--- src/design/dlv_ram.sv ---
`timescale 1ns / 1ps

module dlv_ram #(
  parameter int unsigned WIDTH = 8,
  parameter int unsigned DEPTH = 16,
  localparam int unsigned AW = (DEPTH > 1) ? $clog2(DEPTH) : 1
) (
  input  logic             clk_i,
  input  logic             we_i,
  input  logic [AW-1:0]    waddr_i,
  input  logic [WIDTH-1:0] wdata_i,
  input  logic             re_i,
  input  logic [AW-1:0]    raddr_i,
  output logic [WIDTH-1:0] rdata_o
);

  logic [WIDTH-1:0] mem_q [DEPTH];
  logic [WIDTH-1:0] rdata_q;

  // Write port
  always_ff @(posedge clk_i) begin
    if (we_i) begin
      mem_q[waddr_i] <= wdata_i;
    end
  end

  // Registered read port, held while not reading
  always_ff @(posedge clk_i) begin
    if (re_i) begin
      rdata_q <= mem_q[raddr_i];
    end
  end

  assign rdata_o = rdata_q;

endmodule

--- config.mk ---
export PLATFORM = sky130hd
export DESIGN_NAME = dlv_ram
export DESIGN_NICKNAME = d
export VERILOG_FILES = /design/src/design/dlv_ram.sv
export SDC_FILE = /design/constraint.sdc
export NUM_CORES = 1
export LEC_CHECK = 0
export BUFFER_PORTS_ARGS = -buffer_cell sky130_fd_sc_hd__buf_4
export CORE_MARGIN = 5
export CORE_UTILIZATION = 39
export DETAILED_ROUTE_END_ITERATION = 7
export GPL_ROUTABILITY_DRIVEN = 0
export PLACE_DENSITY = 0.52
export SLEW_MARGIN = 15
export SYNTH_ARGS = -nofsm -noshare
export SYNTH_HDL_FRONTEND = slang
export SYNTH_SLANG_ARGS = --single-unit
--- constraint.sdc ---
create_clock -name clk_i -period 2.05 [get_ports clk_i]
set_clock_uncertainty 0.05 [all_clocks]
set_input_delay 0.205 -clock clk_i [delete_from_list [all_inputs] [get_ports clk_i]]
set_output_delay 0.205 -clock clk_i [all_outputs]
set_load 0.05 [all_outputs]
Word-level counts from Yosys, hierarchy flattened

Memory sizes are Yosys's and may differ from the RTL's. A register that Yosys moved wholly into a read port is not among the register bits.
Cells that the tools add are included.

Bits in registers: 0
RAM bits: 128
Bits of input ports: 19
Output and inout bits: 8
Logic and storage cells: 3
Memories kept: 1

Memories:

| name  | depth | width | rd ports | clocked after Yosys merged registers in | write ports | RTL line | RTL |
|---|---|---|---|---|---|---|---|
| mem_q | 16    | 8     | 1        | 1                                       | 1           | 17       | `logic [WIDTH-1:0] mem_q [DEPTH];` |

Multiplexer cells: 2

Operators by type and width:

| kind              | count |
|---|---|
| two-way mux 1 bit | 2 |

Depth between registers and ports, before layout

Depth in word-level cells: 2
Depth in mapped cells: 5
Mapped depth without buffers: 3

Worst setup path after synthesis

No wires, ideal clock.

Path kind: input -> register
Start: input port waddr_i[2]
End: memory mem_q[0][0], enable pin
Data arrival time: 1.315 ns
Data required time: 1.617 ns
Setup slack: 0.302 ns
Stages: 2
Cell sequence: or3b_2 nor3_1

RTL lines:

| element     | RTL line | RTL |
|---|---|---|
| from (decl) | 10       | `input logic [AW-1:0] waddr_i,` |
| to (decl)   | 17       |  |

No word-level cell before the write port.

==> impl_metrics.tcl <==
set metrics [dict create \
    initial_core_util_pct 39.6 \
    drive_gt1_share_pct 31.2 \
    max_cap_viol_count 0 \
    arrival_ns 1.68 \
    post_cts_buffers 0 \
    die_x_um 126 \
    timing.rr.start "mem_q[9][4]" \
    place_hpwl_mm 6.67 \
    synthToLayoutAreaGrowth_pct 20.4 \
    vias 2436 \
    r2r-end "rdata_o[4]" \
    num_antenna_cells 0 \
    rsz0062_at_grt "no" \
    synth_flop_cell "edfxtp_1" \
    coreArea_sq_mm 0.0132 \
    power.total_uw 6300 \
    slew_viol_final 0 \
    synth_area_sq_mm 0.00523 \
    grt_pass1_vias 2592 \
    pin_count 27 \
    cp.required_ns 2.15 \
    r2r_slack_ns 0.47 \
    async_reset_ff_share_pct 0 \
    ys_ff_latch 136 \
    yosysTopAreaCell "edfxtp_1" \
    worstHoldStart "re_i" \
    dieArea_sq_mm 0.0158 \
    htree_levels 4 \
    synth-edff-count 136 \
    synth_seq_area_share_pct 78.1 \
    cts_hold_buf 0 \
    slew_headroom_pct 71.8 \
    crit_type "register to register" \
    die_h_um 126 \
    synth_top_area_share_pct 78.1 \
    finalHoldViolations 0 \
    avgViaCountPerCell 5.11 \
    clockRootBuffer "clkbuf_16" \
    period_share_pct 77.2 \
    synth.top_cells.by_area "edfxtp_1 78%, mux4_2 7.8%, mux4_1 7.0%" \
    worst_pin_slew_ns 0.423 \
    cts_buffers 17 \
    cts_tree "done" \
    timing.reg2reg.worst_path_depth 3 \
    crit_path_start_kind "register" \
    cts_sinks 136 \
    wirelength_mm 10.4 \
    min_to "rdata_o[1]" \
    cts_resized 0 \
    portBuffers 26 \
    synthesis.nets 248 \
    antenna_found_initial 0 \
    nets 307 \
    p_leak_uw 0.00213 \
    status "complete, no violations" \
    cp_max_fo 1 \
    min_path_type "primary input to register" \
    grt_max_degree 19 \
    setup_tns_ns 0 \
    synth_cell_types 18 \
    cts_buffer_depth 2 \
    worstSetupStartpoint "mem_q[9][4]" \
    avgSynthCellArea_sq_um 22.8 \
    finalSetupViolCount 0 \
    drt_iter0_drc 189 \
    cp-end-kind "register" \
    grt_overflow 0 \
    synth_warnings 0 \
    clock.fmax_ghz 0.632 \
    rows 42 \
    powerDensity_mw_per_mm2 1000 \
    ir_drop_v 0.000562 \
    holdPathStages 1 \
    post-route-min-period_ns 1.58 \
    drc 0 \
    synthCells 229 \
    grt_use_total_pct 14.2 \
    path_clk_slew_ns 0.06 \
    drt_first_pass_iters 4 \
    grt_pass1_wl_mm 16.1 \
    wl_per_cell_um 21.8 \
    worstSkewPairLatency_ns 0.42 \
    antenna_left 0 \
]
## registers in the layout (all words and copies together) (netlist names)
| register | cells |
|---|---|
| rdata_o | 8 |
| mem_q | 128 |
## worst max-delay path by stage
stage,slack (ns),end
after floorplan,0.30,mem_q[0][0]
after global placement,0.17,rdata_o[4]
after detailed placement,0.13,rdata_o[4]
after CTS,0.42,rdata_o[4]
after global routing,0.42,rdata_o[4]
final,0.47,rdata_o[4]
## metrics by stage
| step | hold slack (ns) | worst slack [ns] | cells | utilization, % | cell area [sq um] |
|---|---|---|---|---|---|
| after floorplan | 0.254 | 0.302 | 229 | - | 5230 |
| after global placement | 0.468 | 0.167 | 445 | 43.6 | 5750 |
| after detailed placement | 0.471 | 0.132 | 445 | 43.6 | 5750 |
| after CTS | 0.0236 | 0.421 | 477 | 47.7 | 6290 |
| after global routing | 0.0369 | 0.416 | 477 | 47.7 | 6290 |
| final | 0.0481 | 0.468 | 477 | 47.7 | 6290 |
## report_power, final
group / switching [uW] / internal [uW]
registers: 15.7 / 3130
clock network: 1040 / 1750
logic: 211 / 145
## cell families after synthesis
group / share of synthesized area (%)
multiplexers: 14.8
AO/OA/AOI/OAI: 2.30
AND/OR/NAND/NOR: 3.14
flip-flops: 78.1
buffers and inverters: 1.65
## layout by cell type, fill, tap and decap left out, types with 2 or more instances in the layout
cell / n
a22oi_1: 16
buf_4: 49
bufinv_16: 2
clkbuf_1: 2
clkbuf_16: 17
clkinv_1: 5
clkinv_2: 5
edfxtp_1: 136
mux4_1: 14
mux4_2: 18
nand2_1: 9
nand2b_1: 2
nand3b_1: 2
nor2_1: 13
nor3_1: 4
## layer usage
metal / routed length [um] / part of all wire, % / GRT usage (%) / vias up
met5: 0 / 0 / 0 / -
met4: 114 / 1.1 / 5.68 / 0
met3: 753 / 7.2 / 4.61 / 10
met2: 4780 / 46 / 20.6 / 73
met1: 4750 / 46 / 20.1 / 1257
li1: - / - / - / 1096
## final cells by class
cell class	count	area (sq um)
well taps	176	220
repair buffers	50	388
flip-flops and latches	136	4080
fillers	1099	6900
clock inverters	13	111
multi-input cells	83	1060
clock buffers	19	433
## synthesized netlist by cell type, types with 2 or more instances
cell type / count
clkdlybuf4s25_2: 3
a22oi_1: 16
buf_2: 3
mux4_2: 18
buf_6: 3
mux4_1: 14
nand2b_1: 2
nor2_1: 13
nand3b_1: 2
nor3_1: 4
edfxtp_1: 136
nand2_1: 9
## worst max-delay path, stage by stage, from the launching register on
cell and delay (ns):
edfxtp_1 0.35, mux4_1 0.51, a22oi_1 0.30, nand2_1 0.10
(Power assumes the default switching activity.)
