File: config.mk
export PLATFORM = sky130hd
export DESIGN_NAME = dlv_step
export DESIGN_NICKNAME = d
export VERILOG_FILES = /design/src/design/dlv_pkg.sv /design/src/design/dlv_step.sv
export SDC_FILE = /design/constraint.sdc
export NUM_CORES = 1
export LEC_CHECK = 0
export BUFFER_PORTS_ARGS = -buffer_cell sky130_fd_sc_hd__buf_2
export CORE_AREA = 2 2 55 57
export DETAILED_ROUTE_END_ITERATION = 10
export DIE_AREA = 0 0 57 59
export PLACE_DENSITY = 0.84
export RECOVER_POWER = 50
export SYNTH_ARGS = -nofsm -noshare
export SYNTH_HDL_FRONTEND = slang
export SYNTH_SLANG_ARGS = --single-unit
File: constraint.sdc
create_clock -name vclk -period 3.6
set_input_delay 0.18 -clock vclk [all_inputs]
set_output_delay 0.18 -clock vclk [all_outputs]
set_load 0.1 [all_outputs]
File: src/design/dlv_pkg.sv
`timescale 1ns / 1ps

package dlv_pkg;

  // Default graph capacity
  localparam int unsigned MAX_NODES_DEF = 1024;
  localparam int unsigned MAX_EDGES_DEF = 4096;

  // Operation codes carried by an input item
  typedef enum logic [1:0] {
    OP_CLEAR    = 2'd0,
    OP_ADD_EDGE = 2'd1,
    OP_LEVELIZE = 2'd2,
    OP_READ     = 2'd3
  } op_e;

  // Result status codes
  typedef enum logic [1:0] {
    STAT_OK       = 2'd0,
    STAT_BAD_EDGE = 2'd1,
    STAT_FULL     = 2'd2,
    STAT_CYCLE    = 2'd3
  } status_e;

  // Sequencer states
  typedef enum logic [3:0] {
    ST_WIPE,
    ST_IDLE,
    ST_READ,
    ST_CNT_A,
    ST_CNT_B,
    ST_CNT_C,
    ST_SEED_A,
    ST_SEED_B,
    ST_REL_A,
    ST_REL_B,
    ST_REL_C,
    ST_LVL_END,
    ST_FIN,
    ST_RESP
  } state_e;

  // Flags from the shared edge step unit
  typedef struct packed {
    logic in_range;
    logic hit;
    logic placed;
  } step_out_t;

  // Address byte offset of the node count register
  localparam logic [2:0] ADDR_NODE_COUNT = 3'd0;

endpackage

File: src/design/dlv_step.sv
`timescale 1ns / 1ps

module dlv_step #(
  parameter int unsigned MAX_NODES = dlv_pkg::MAX_NODES_DEF,
  parameter int unsigned MAX_EDGES = dlv_pkg::MAX_EDGES_DEF,
  localparam int unsigned NODE_W = $clog2(MAX_NODES),
  localparam int unsigned CNT_W  = $clog2(MAX_NODES + 1),
  localparam int unsigned FAN_W  = $clog2(MAX_EDGES + 1)
) (
  input  logic               relax_i,
  input  logic [NODE_W-1:0]  src_i,
  input  logic [NODE_W-1:0]  dst_i,
  input  logic [CNT_W-1:0]   n_i,
  input  logic [FAN_W-1:0]   fanin_i,
  input  logic [CNT_W-1:0]   level_src_i,
  input  logic [CNT_W-1:0]   lvl_i,
  output logic [FAN_W-1:0]   fanin_next_o,
  output dlv_pkg::step_out_t res_o
);

  logic in_range;
  logic live;

  // Both ends inside the nodes in use
  assign in_range = (CNT_W'(src_i) < n_i) && (CNT_W'(dst_i) < n_i);

  // Relaxation only fires from the current level onto a node still waiting
  assign live = (level_src_i == lvl_i) && (fanin_i != '0);

  // Shared increment or decrement of the fan-in count
  assign fanin_next_o = relax_i ? (fanin_i - FAN_W'(1)) : (fanin_i + FAN_W'(1));

  always_comb begin
    res_o.in_range = in_range;
    res_o.hit      = relax_i ? (in_range && live) : in_range;
    res_o.placed   = relax_i && in_range && live && (fanin_next_o == '0);
  end

endmodule

Word level (Yosys, flattened, before mapping)
Cells that the tools add are included.
{"block": "word_totals", "input_bits": 67, "output_inout_bits": 16, "wordCells": 15, "ff_bits": 0}
{"block": "op_classes", "reduce_logical": 8, "n_lt_le_gt_ge": 2, "n_mux": 2, "n_eq_ne": 1, "n_addsub": 2}
{"op": "$lt 10x11->1", "n": 2}
{"op": "$add 13x1->13 const B", "n": 1}
{"op": "$logic_not 13->1", "n": 1}
{"op": "$mux 13", "n": 1}
{"op": "$reduce_bool 13->1", "n": 1}
{"op": "$sub 13x1->13 const B", "n": 1}
{"op": "$eq 11x11->1", "n": 1}
{"op": "$logic_and 1x1->1", "n": 6}
{"op": "$mux 1", "n": 1}

Logic depth before layout (Yosys ltp)
Gate-level depths: netlist of the first run.
{"block": "depth", "ltp_word": 5, "depth_mapped": 9, "depth_no_buf": 9}

Least setup slack after synthesis of the first run
Ideal clock, no wire load.
{"block": "synth_path", "kind": "in2out", "startpoint": "input relax_i", "endpoint": "output res_o[0] in the netlist's numbering", "setup_slack_ps": -1750, "required_time_ps": 3420, "cell_stages": 7, "arrival_time_ps": 5170, "path_buffers": 0, "cell_sequence": "fa_1 -> a21o_1 -> a22o_4 -> o21ai_4 -> o311ai_0 -> or4_1 -> nor4_2"}
{"element": "from (decl)", "line": "dlv_step.sv:10", "text": "input logic relax_i,"}
{"element": "to (decl)", "line": "dlv_step.sv:18", "text": "output dlv_pkg::step_out_t res_o"}

==> results by group, run 1 <==
Critical path
  – Critical Path Start Type: primary input
  – Crit Path Category: primary input to output port
  – CP arrival: 3.16 ns
  – CP endpoint kind: output port
  – Worst EP required: 3.42 ns
  – CP max FO: 15

Placed design
  – Placed cell count: 270
  – IO Port Bufs: 83
  – Worst slack at placement: 0.282 ns
  – Final HPWL DP: 3110 um
  – GPL Wtd Cong: 0.834

Clock tree
  – # hold bufs at CTS: 0
  – Post-CTS resize count: 0
  – Setup bufs post-CTS: 0

Cells and area
  – Share of layout cells above drive strength 1: 37.7%
  – Sequential cell count: 0
  – # clk buffers: 0
  – Layout Cells excl Fill: 270
  – Most frequent cells in the layout: buf_2, ha_1, a21oi_1
  – Layout area overhead: 44.8%
  – FF/Latch Area: 0 sq um
  – # nets final: 339
  – Diodes inserted: 0
  – Commonest non-fill, non-tap cell in the layout: buf_2

Job
  – Max-cap violations: 0

Route
  – DRC viols: 0
  – 1st-iter DRT viols: 32
  – Final WL: 3490 um
  – Antenna-violating nets left: 0
  – Routed vias/inst: 5.50
  – Vias: 1486
  – Routed wire length per instance: 12.9 um
  – Initial DRT Pass Iterations: 4

Synthesis
  – Synthesized instance count: 157
  – Number of library cell types mapped by synthesis: 35
  – Sequential share of the synthesized area: 0%
  – Syn Nets: 255
  – Avg Cell Area, Syn: 7.61 sq um
  – Area contributors post-synth: ha_1, xnor2_1, xor2_1, a21oi_1, inv_1
  – Ys Warns: 0
  – Post-synth top area share: 31.4%
  – Largest area contributor in the netlist: ha_1
  – Mapped Area: 0.00119 sq mm

Floorplan
  – Top-Level Pins: 83
  – Cell row count: 19
  – Die height: 59 um
  – Core ar.: 0.00271 sq mm
  – Initial Util: 44.1%
  – Die X: 57 um
  – Die Footprint: 0.00336 sq mm

STA
  – Final hold vios: 0
  – Setup WS post-layout: 0.255 ns
  – Max transition margin: 21.9%
  – RSZ-0062 raised after global routing: no
  – Tcrit/Tclk final: 92.9%
  – # setup viols final: 0
  – Worst-Margin Slew: 1.18 ns
  – Slew Limit Fails: 0
  – Fin crit period: 3.34 ns
  – Fmax achieved: 0.299 GHz

Global route
  – Largest net degree at the start of global routing: 16
  – Initial antenna violation count: 0
  – First-pass GRT wire length: 5530 um
  – GR Overflow Total: 0
  – Vias in the first global route: 1321
  – Gr usage total: 19.9%

Power and ir drop
  – Cell Pwr Density: 299 mW/mm^2
  – Leak pwr: 0.904 nW
  – Worst vdd ir: 0.411 mV

Worst hold path
  – Class of the worst hold path: primary input to output port

Status
  – Status: complete, no violations
## per-layer routing
metal	vias to the layer above	global-route usage, %	share of wire [%]	wire length (um)
met1	665	23.9	41	1420
met3	6	3.06	9.0	312
met5	-	0	0	0
met4	0	2.99	1.6	55
met2	64	38.1	49	1700
li1	751	-	-	-
## stage by stage
stage	util [%]	power, mW	TNS, ns	instance area, sq um	hold slack, ns
finish	63.9	0.517	0	1730	0.985
global route	63.9	0.547	0	1730	1.01
CTS	64.2	0.522	0	1740	0.843
detailed placement	64.2	0.521	0	1740	0.844
global placement	64.2	0.516	0	1740	0.829
floorplan	-	0.418	-0.718	1280	0.703
## path summary, 6_finish.rpt
| path | slack (ns) | endpoint | depth (start not counted) | start |
|---|---|---|---|---|
| max | 0.26 | res_o[0] | 10 | relax_i |
| min | 0.98 | fanin_next_o[12] | 4 | fanin_i[12] |
## final cells by class
cell class / count / area, sq um
fillers: 256 / 980
inverters: 14 / 52.6
multi-input cells: 142 / 1220
well taps: 31 / 38.8
repair buffers: 83 / 420
## cell usage after synthesis, types with 3 or more instances
cell type / count
nand2_1: 4
nor2b_1: 4
ha_1: 30
o21ai_0: 6
xnor2_1: 11
or3_1: 4
a211oi_1: 3
nor2_1: 9
a21o_1: 5
a21oi_1: 16
inv_1: 14
nand4_1: 5
xor2_1: 11
nand3_1: 4
nor3_1: 3
nor4_1: 5
## report_power, final
part / internal, mW / leakage [nW] / switching [mW]
registers: 0 / 0 / 0
clock network: 0 / 0 / 0
logic: 0.137 / 0.904 / 0.380
## cell families (layout without fill, tap and decap cells)
group	after synthesis	count (layout)	synth area share, %
and+or+nand+nor	47	47	22.1
AOI/OAI and AO/OA	42	42	23.7
buffers and inverters	15	97	5.03
xor gates and xnor gates	22	22	16.1
adders and majority gates	31	31	33.1
## critical path: stages
cell,delay (ns)
buf_2,0.29
ha_2,0.40
a21o_1,0.21
a22o_4,0.27
o21ai_4,0.22
xnor2_4,0.10
or4_1,0.52
or4_1,0.42
nor4_2,0.31
buf_12,0.23
(Power assumes the default switching activity.)
==> inputs of run 2 (changes only) <==
Settings changed: CORE_AREA 2 2 55 57 to 2 2 62 64, DIE_AREA 0 0 57 59 to 0 0 64 66, PLACE_DENSITY 0.84 to 0.68.
Clock period 3.6 ns to 3.47 ns, I/O delays scaled along.
==> run 2 against run 1 <==
Cell count increased by 6.3%. Setup slack got worse by 0.080 ns. Flip-flop and latch count unchanged. Sequential share of layout area unchanged. Die area increased by 26%. First-iteration DRC count decreased by 9.4%. Count of clock-buffer cells in the layout unchanged. Non-clock buffer count unchanged. Core utilization decreased by 14 points. Critical path depth unchanged. Largest power group unchanged.
==> results by group, run 2 (same netlist as run 1, synthesis figures left out) <==
Power and ir drop
  – Internal power: 0.141 mW (was 0.137 mW)
  – Switching share of total power: 73.6% (about the same)
  – Reg power frac: 0% (about the same)
  – Leak pwr: 0.907 nW (was 0.904 nW)
  – P_sw: 0.394 mW (was 0.380 mW)
  – Logic pwr share: 100.0% (about the same)
  – Fraction of power consumed by the clock network: 0% (about the same)
  – Cell Pwr Density: 304 mW/mm^2 (was 299 mW/mm^2)
  – Worst vdd ir: 0.154 mV (was 0.411 mV)

STA
  – Fin crit period: 3.30 ns
  – RSZ-0062 raised after global routing: no (unchanged)
  – Setup_tns: 0 ns (unchanged)
  – Fmax achieved: 0.303 GHz
  – Setup WS post-layout: 0.175 ns (was 0.255 ns)
  – Worst-Margin Slew: 1.19 ns (was 1.18 ns)
  – Final hold vios: 0 (unchanged)
  – Max transition margin: 21.1% (was 21.9%)
  – Tcrit/Tclk final: 95.0%
  – Slew Limit Fails: 0 (unchanged)
  – # setup viols final: 0 (unchanged)

Clock tree
  – # hold bufs at CTS: 0 (unchanged)

Global route
  – Most used routing layer: met2 (unchanged)
  – GR Overflow Total: 0 (unchanged)
  – Initial antenna violation count: 0 (unchanged)
  – Met1 track demand over resource: 19.6% (was 23.9%)
  – Met2 GRT Util: 31.3% (was 38.1%)
  – Gr usage total: 16.1% (was 19.9%)
  – Largest net degree at the start of global routing: 16 (unchanged)
  – Met3 usage: 2.21% (was 3.06%)
  – Vias in the first global route: 1365 (was 1321)
  – First-pass GRT wire length: 5660 um (was 5530 um)

Floorplan
  – Core ar.: 0.00355 sq mm (was 0.00271 sq mm)
  – Cell row count: 22 (was 19)
  – Die height: 66 um (was 59 um)
  – Die X: 64 um (was 57 um)
  – Die Footprint: 0.00422 sq mm (was 0.00336 sq mm)
  – Top-Level Pins: 83 (unchanged)
  – Initial Util: 33.7% (was 44.1%)

Critical path
  – Slowest stage delay, CP: 0.52 ns (about the same)
  – Worst EP required: 3.30 ns (was 3.42 ns)
  – CP endpoint kind: output port (unchanged)
  – CP Cell Sequence: buf_2 > ha_2 > a21o_1 > a22o_4 > o21ai_4 > xnor2_4 > or4_1 > or4_1 > nor4_4 > buf_12 (was buf_2 > ha_2 > a21o_1 > a22o_4 > o21ai_4 > xnor2_4 > or4_1 > or4_1 > nor4_2 > buf_12)
  – Slowest CP cell: or4_1 (unchanged)
  – CP arrival: 3.12 ns (was 3.16 ns)
  – Crit Path Category: primary input to output port (unchanged)
  – Critical Path Start Type: primary input (unchanged)
  – Most used cell, CP: or4_1 (unchanged)
  – CP max FO: 15 (unchanged)

Placed design
  – IO Port Bufs: 83 (unchanged)
  – GPL Wtd Cong: 0.848 (was 0.834)
  – Worst slack at placement: 0.122 ns (was 0.282 ns)
  – Final HPWL DP: 3070 um (was 3110 um)

Cells and area
  – Diodes inserted: 0 (unchanged)
  – FF/Latch Area: 0 sq um (unchanged)
  – # clk buffers: 0 (unchanged)
  – Layout area overhead: 47.3% (was 44.8%)
  – Sequential cell count: 0 (unchanged)
  – Commonest non-fill, non-tap cell in the layout: buf_2 (unchanged)
  – Layout fillers: 373 (was 256)
  – Share of layout cells above drive strength 1: 37.7% (unchanged)
  – # nets final: 339 (unchanged)
  – Most frequent cells in the layout: buf_2, ha_1, a21oi_1 (unchanged)

Job
  – Max-cap violations: 0 (unchanged)

Status
  – Status: complete, no violations (unchanged)

Route
  – Initial DRT Pass Iterations: 4 (unchanged)
  – Antenna-violating nets left: 0 (unchanged)
  – Routed vias/inst: 5.03 (was 5.50)
  – Vias: 1445 (was 1486)
  – 1st-iter DRT viols: 29 (was 32)
  – Routed wire length per instance: 11.9 um (was 12.9 um)
  – DRC viols: 0 (unchanged)
  – Final WL: 3420 um (was 3490 um)

Worst hold path
  – Worst hold stages: 4 (unchanged)
  – Worst Hold End: fanin_next_o[12] (unchanged)
  – Hold wc startpoint: fanin_i[12] (unchanged)
  – Class of the worst hold path: primary input to output port (unchanged)
## run 2: cell type report
| cell class | instances | area, sq um | share of cell area, % |
|---|---|---|---|
| multi-input cells | 142 | 1230 | 69.7 |
| inverters | 14 | 52.6 | 2.99 |
| well taps | 48 | 60.1 | 3.41 |
| repair buffers | 83 | 420 | 23.9 |
## run 2: repair_timing
action,4_1_cts,5_1_grt
setup endpoints to repair,0,1
buffers inserted,0,0
resized for setup,0,1
## run 2: power by group through the flow
stage / Sequential, mW / Combinational [mW] / Clock (mW)
6_report: 0 / 0.535 / 0
5_1_grt: 0 / 0.568 / 0
4_1_cts: 0 / 0.539 / 0
3_5_place_dp: 0 / 0.538 / 0
3_3_place_gp: 0 / 0.536 / 0
2_1_floorplan: 0 / 0.433 / 0
## run 2: worst max path at each step
stage | from | endpoint | slack [ns] | cells past startpoint
global placement | relax_i | res_o[0] | 0.22 | 10
finish | relax_i | res_o[0] | 0.17 | 10
floorplan | relax_i | res_o[0] | -0.84 | 8
detailed placement | relax_i | res_o[0] | 0.12 | 10
global route | relax_i | res_o[0] | 0.08 | 10
CTS | relax_i | res_o[0] | 0.12 | 10
## run 2: critical path: cells and delay by family
| kind | cells | cell delay (ns) |
|---|---|---|
| compound gates | 3 | 0.70 |
| xor+xnor | 1 | 0.10 |
| fa+ha+maj | 1 | 0.40 |
| buf+inv | 2 | 0.51 |
| simple gates | 3 | 1.24 |
## run 2: through the flow
stage	util, %	power [mW]	instances	hold WS (ns)	area (sq um)
finish	49.6	0.535	287	0.987	1760
global route	49.6	0.568	287	1.02	1760
CTS	49.6	0.539	287	0.820	1760
detailed placement	49.6	0.538	287	0.820	1760
global placement	49.6	0.536	287	0.814	1760
floorplan	-	0.433	157	0.690	1280
## run 2: metal layers
metal / up-vias / wire, um
met2: 69 / 1580
met4: 0 / 14
met1: 622 / 1490
li1: 752 / -
met3: 2 / 338
met5: - / 0
==> inputs of run 3 (changes only) <==
Settings changed: REMOVE_ABC_BUFFERS set to 1.
==> run 3 against run 2 <==
First-iteration DRC count rose by 62%. Fmax rose by 0.32%. Hold slack got worse by 0.023 ns. Flip-flop and latch count did not move. Power fell by 5.3%. Global-route usage fell by 0.61 points. Wire length fell by 2.2%. Cell area fell by 5.3%. Count of clock-buffer cells in the layout did not move. Largest cell class unchanged.
==> results by group, run 3 (same netlist as run 1, synthesis figures left out) <==
Status
  – Status: complete, no violations (unchanged)

Power and ir drop
  – Worst vdd ir: 0.118 mV (was 0.154 mV)
  – Cell Pwr Density: 304 mW/mm^2 (about the same)
  – Leak pwr: 0.875 nW (was 0.907 nW)
  – Design Power: 0.507 mW (was 0.535 mW)

Cells and area
  – Share of layout cells above drive strength 1: 33.9% (was 37.7%)
  – # nets final: 339 (unchanged)
  – # clk buffers: 0 (unchanged)
  – Layout Cells excl Fill: 287 (unchanged)
  – Commonest non-fill, non-tap cell in the layout: buf_2 (unchanged)
  – Diodes inserted: 0 (unchanged)
  – Most frequent cells in the layout: buf_2, ha_1, a21oi_1 (unchanged)
  – Final core occ: 47.0% (was 49.6%)
  – Layout area overhead: 39.6% (was 47.3%)
  – FF/Latch Area: 0 sq um (unchanged)
  – Sequential cell count: 0 (unchanged)

STA
  – # setup viols final: 0 (unchanged)
  – Slew Limit Fails: 0 (unchanged)
  – Final hold vios: 0 (unchanged)
  – Worst hold slack: 0.965 ns (was 0.987 ns)
  – Worst-Margin Slew: 1.20 ns (was 1.19 ns)
  – Tcrit/Tclk final: 94.7% (was 95.0%)
  – Fmax achieved: 0.304 GHz (was 0.303 GHz)
  – RSZ-0062 raised after global routing: no (unchanged)
  – Fin crit period: 3.28 ns (was 3.30 ns)
  – Max transition margin: 20.6% (was 21.1%)

Floorplan
  – Core ar.: 0.00355 sq mm (unchanged)
  – Top-Level Pins: 83 (unchanged)
  – Cell row count: 22 (unchanged)
  – Initial Util: 33.7% (unchanged)
  – Die Footprint: 0.00422 sq mm (unchanged)
  – Die height: 66 um (unchanged)
  – Die X: 64 um (unchanged)

Critical path
  – Bufs and invs on worst path: 2 (unchanged)
  – Crit Path Category: primary input to output port (unchanged)
  – CP max FO: 15 (unchanged)
  – CP Cell Sequence: buf_2 > fa_1 > a21o_1 > a21oi_1 > xnor2_1 > or3_1 > or4_1 > or4_1 > nor4_2 > buf_12 (was buf_2 > ha_2 > a21o_1 > a22o_4 > o21ai_4 > xnor2_4 > or4_1 > or4_1 > nor4_4 > buf_12)
  – Most used cell, CP: or4_1 (unchanged)
  – Critical Path Start Type: primary input (unchanged)
  – CP endpoint kind: output port (unchanged)
  – CP delay by family, top: simple AND/OR/NAND/NOR gates (unchanged)
  – Slowest stage delay, CP: 0.49 ns (was 0.52 ns)
  – CP arrival: 3.11 ns (was 3.12 ns)
  – Worst EP required: 3.30 ns (about the same)
  – Slowest CP cell: fa_1 (was or4_1)

Clock tree
  – Setup bufs post-CTS: 0 (unchanged)
  – Post-CTS resize count: 0 (unchanged)
  – # hold bufs at CTS: 0 (unchanged)

Placed design
  – Placed cell count: 287 (unchanged)
  – Final HPWL DP: 3040 um (was 3070 um)
  – IO Port Bufs: 83 (unchanged)
  – GPL Wtd Cong: 0.921 (was 0.848)

Route
  – Final WL: 3350 um (was 3420 um)
  – Initial DRT Pass Iterations: 4 (unchanged)
  – Routed wire length per instance: 11.7 um (was 11.9 um)
  – Routed vias/inst: 5.06 (was 5.03)
  – Antenna-violating nets left: 0 (unchanged)
  – DRC viols: 0 (unchanged)
  – Vias: 1451 (was 1445)
  – 1st-iter DRT viols: 47 (was 29)

Global route
  – Vias in the first global route: 1372 (was 1365)
  – Largest net degree at the start of global routing: 16 (unchanged)
  – Initial antenna violation count: 0 (unchanged)
  – Gr usage total: 15.5% (was 16.1%)
  – GR Overflow Total: 0 (unchanged)
  – First-pass GRT wire length: 5520 um (was 5660 um)

Worst hold path
  – Class of the worst hold path: primary input to output port (unchanged)

Job
  – Max-cap violations: 0 (unchanged)
==> run 3: final timing paths <==
kind / from / endpoint / cells after the start
max: relax_i / res_o[0] / 10
min: fanin_i[12] / fanin_next_o[12] / 4
==> run 3: through the flow <==
step	area, sq um	TNS, ns	worst slack [ns]
finish	1670	0	0.185
global route	1670	0	0.0526
CTS	1680	0	0.193
detailed placement	1680	0	0.191
global placement	1680	0	0.270
floorplan	1190	-3.00	-1.87
==> run 3: routing by layer <==
| layer | vias up | track usage [%] | part of all wire [%] | wire (um) |
|---|---|---|---|---|
| met5 | - | 0 | 0 | 0 |
| met4 | 0 | 1.63 | 0.66 | 22 |
| met3 | 2 | 1.70 | 9.5 | 319 |
| met2 | 66 | 31.0 | 48 | 1600 |
| met1 | 631 | 18.0 | 42 | 1410 |
| li1 | 752 | - | - | - |
==> run 3: area by class of cell <==
cell class                      instances  area [sq um]
Fill cell                             370          1880
Inverter                               14          52.6
Tap cell                               48          60.1
Timing Repair Buffer                   83           420
Multi-Input combinational cell        142          1130
==> run 3: power by group <==
part	switching, mW	total (mW)	internal [mW]	leakage (nW)
Combinational	0.383	0.507	0.124	0.875
Sequential	0	0	0	0
Clock	0	0	0	0
Total	0.383	0.507	0.124	0.875
